$ cat config.mk
export PLATFORM = sky130hd
export DESIGN_NAME = rra_ram
export DESIGN_NICKNAME = d
export VERILOG_FILES = /design/src/rtl/rra_ram.sv
export SDC_FILE = /design/constraint.sdc
export NUM_CORES = 1
export LEC_CHECK = 0
export BUFFER_PORTS_ARGS = -buffer_cell sky130_fd_sc_hd__buf_2
export CORE_MARGIN = 8
export CORE_UTILIZATION = 55
export CTS_BUF_LIST = sky130_fd_sc_hd__clkbuf_4 sky130_fd_sc_hd__clkbuf_8 sky130_fd_sc_hd__clkbuf_16
export CTS_CLUSTER_DIAMETER = 30
export CTS_CLUSTER_SIZE = 8
export DETAILED_ROUTE_END_ITERATION = 16
export GPL_ROUTABILITY_DRIVEN = 1
export PLACE_DENSITY = 0.71
export SYNTH_ARGS = -nofsm -noshare
export SYNTH_HDL_FRONTEND = slang
export SYNTH_SLANG_ARGS = --single-unit
$ cat constraint.sdc
create_clock -name clock -period 6.7 [get_ports clock]
set_clock_uncertainty 0.15 [all_clocks]
set_input_delay 1.34 -clock clock [delete_from_list [all_inputs] [get_ports clock]]
set_output_delay 1.34 -clock clock [all_outputs]
set_load 0.01 [all_outputs]
$ cat src/rtl/rra_ram.sv
// Generic single-write, single-read RAM with registered read data.
// No dependencies.
`default_nettype none
module rra_ram #(
   parameter int WIDTH = 8,
   parameter int DEPTH = 128
) (
   input  wire logic                     clock,
   input  wire logic                     we,
   input  wire logic [$clog2(DEPTH)-1:0] waddr,
   input  wire logic [WIDTH-1:0]         wdata,
   input  wire logic [$clog2(DEPTH)-1:0] raddr,
   output logic      [WIDTH-1:0]         rdata
);
   logic [WIDTH-1:0] mem [DEPTH];

   always_ff @(posedge clock) begin
      if (we) begin
         mem[waddr] <= wdata;
      end
      rdata <= mem[raddr];
   end
endmodule
`default_nettype wire

==> results.json <==
{
  "status": "completed",
  "layout_common_cells": "edfxtp_1 (1024), mux4_2 (336), clkbuf_16 (177)",
  "worst_path_max_delay_cell": "mux4_2",
  "io_buffers": 31,
  "ant_nets": 0,
  "cts_setup_buffers": 0,
  "path_buf_inv": 2,
  "die-area_mm2": 0.08097,
  "finalMaxSlewViolations": 0,
  "via_per_inst": 6.419,
  "place.detailed.hpwl_mm": 51.72,
  "die_x_um": 284.6,
  "netlist_instances": 1635,
  "cts_sinks": 1032,
  "whs_endpoint": "mem[36][6]",
  "yosysSeqAreaShare_pct": 77.93,
  "hold_buffers": 0,
  "grt_max_degree": 109,
  "setup.worst_path.class": "in -> reg",
  "finalCriticalPeriod_ns": 3.990,
  "r2r_cells": 4,
  "critPathRequiredTime_ns": 7.17,
  "max_cap_viol_count": 0,
  "cts_tree": "built",
  "drc": 0,
  "chipHeight_um": 284.6,
  "grt_pass1_wl_mm": 133.0,
  "setup.worst_path.end_class": "register",
  "netlist_area_mm2": 0.03967,
  "drt_iter0_drc": 2101,
  "syn_nets": 1659,
  "clockBufferDepth": 3,
  "routed_wl_mm": 91.06,
  "min_period_over_period_pct": 59.56,
  "hp-class": "in -> reg",
  "path_delay_family": "multiplexers",
  "syn2layout_area_growth_pct": 17.06,
  "ys_types": 17,
  "io_pins": 32,
  "row_count": 98,
  "cts_resized": 0,
  "tns_ns": 0,
  "slowest_delay_ns": 0.62,
  "final_area_mm2": 0.04643,
  "final_common_cell": "edfxtp_1",
  "nets": 1808,
  "r2r_start": "mem[118][7]",
  "num_vias": 18290,
  "min_from": "wdata[6]",
  "cts_made_buffers": 174,
  "wl_per_cell_um": 31.96,
  "design.core.area_mm2": 0.07149,
  "overflow": 0,
  "grt_usage_pct": 22.73,
  "clockRootBuffer": "clkbuf_16",
  "rsz0062_at_grt": "no",
  "yosysWarnings": 0,
  "crit_chain": "buf_8 > buf_4 > mux4_2 > mux4_2 > mux4_2 > mux2_2",
  "place_area_mm2": 0.04100,
  "antenna_found_initial": 11,
  "start_util_pct": 55.49,
  "dr.pass1.iters": 8,
  "avgSynthCellArea_um2": 24.26,
  "slew_headroom_pct": 19.62,
  "finalSetupViolCount": 0,
  "layout-drive-gt1-share_pct": 35.90,
  "worstPathMaxFanout": 83,
  "cts.htree.levels": 4,
  "seqCellArea_mm2": 0.03091,
  "power.leakage_nw": 14.60,
  "critPathLaunchType": "primary input",
  "ys_seq_elements": 1032,
  "holdPathStages": 1,
  "clk_pin_slew_ns": 0.05,
  "insertion_delay_ns": 0.74,
  "multi_input_area_mm2": 0.008394,
  "gp_congestion": 0.8061,
  "cp.arrival_ns": 4.46,
  "power_density_mw_per_mm2": 343.7,
  "rrSetupSlack_ns": 4.13,
  "worstMarginPinSlew_ns": 1.201,
  "worst_path_most_repeated_cell": "mux4_2",
  "reg2reg_to": "rdata[7]",
  "fillers": 4395,
  "irDropWorstVdd_v": 0.0002458,
  "hold_viol_final": 0,
  "grt_pass1_vias": 19090,
  "fmaxAchievable_ghz": 0.2506
}
metal layers:
metal / wire length (um) / global-route usage [%] / up-vias
met5: 82 / 0 / -
met4: 2104 / 7.026 / 12
met2: 44270 / 35.43 / 964
met1: 36120 / 31.69 / 9784
li1: - / - / 7365
met3: 8475 / 6.048 / 163
synth_stat cells:
master / number / area share, %
edfxtp_1: 1024 / 78
nor2b_1: 7 / 0.11
buf_2: 15 / 0.19
nand2_1: 14 / 0.13
mux4_2: 336 / 19
buf_6: 1 / 0.028
clkbuf_1: 44 / 0.42
nor3_1: 9 / 0.11
dfxtp_1: 8 / 0.40
nand2b_1: 2 / 0.032
nor2_1: 122 / 1.2
nand4_1: 3 / 0.047
buf_1: 18 / 0.17
or3_1: 1 / 0.016
buf_4: 11 / 0.21
nand3_1: 12 / 0.15
mux2_2: 8 / 0.23
worst max-delay path by stage:
stage / from / endpoint / slack (ns) / cells past startpoint
after global placement: raddr[0] / rdata[4] / 1.97 / 6
after CTS: raddr[0] / rdata[4] / 2.75 / 6
after floorplan: raddr[0] / rdata[0] / 2.71 / 6
after detailed placement: raddr[0] / rdata[7] / 1.97 / 6
final: raddr[2] / rdata[4] / 2.71 / 6
after global routing: raddr[0] / rdata[7] / 2.63 / 6
logic make-up (layout without fill, tap and decap cells):
logic type             count (synthesis)  after routing  share of synthesized area (%)
flip-flops                          1032           1032                          77.93
buffers and inverters                 89            351                          1.013
multiplexers                         344            344                          19.30
AND/OR/NAND/NOR                      170            170                          1.757
other                                  0              2                              0
through the flow:
step,power (mW),util (%),setup slack (ns),std cells,hold WS [ns]
floorplan,7.638,-,2.706,1635,0.9237
global placement,7.917,57.35,1.966,2558,0.9590
detailed placement,7.929,57.35,1.974,2558,0.9733
CTS,16.03,64.94,2.749,2847,0.8168
global route,16.33,64.95,2.626,2848,0.8324
finish,15.96,64.95,2.710,2849,0.8603
final cells by class:
class / instances / area share, %
Multi-Input combinational cell: 514 / 18.08
Sequential cell: 1032 / 66.57
Tap cell: 950 / 2.560
Clock buffer: 219 / 10.26
Timing Repair Buffer: 62 / 1.089
Clock inverter: 70 / 1.431
Antenna cell: 2 / 0.01078
report_power, final:
| group | leakage (nW) | switching [mW] | total [mW] | internal (mW) |
|---|---|---|---|---|
| sequential | 9.27 | 0.0167 | 7.17 | 7.15 |
| clock | 2.71 | 2.86 | 8.14 | 5.28 |
| combinational | 2.62 | 0.382 | 0.644 | 0.262 |
| total | 14.6 | 3.26 | 16.0 | 12.7 |
flip-flops by register name (all words and copies together), names as in the netlist:
register  flops
mem        1024
rdata         8
No activity file was read; power rests on OpenSTA's default activity.
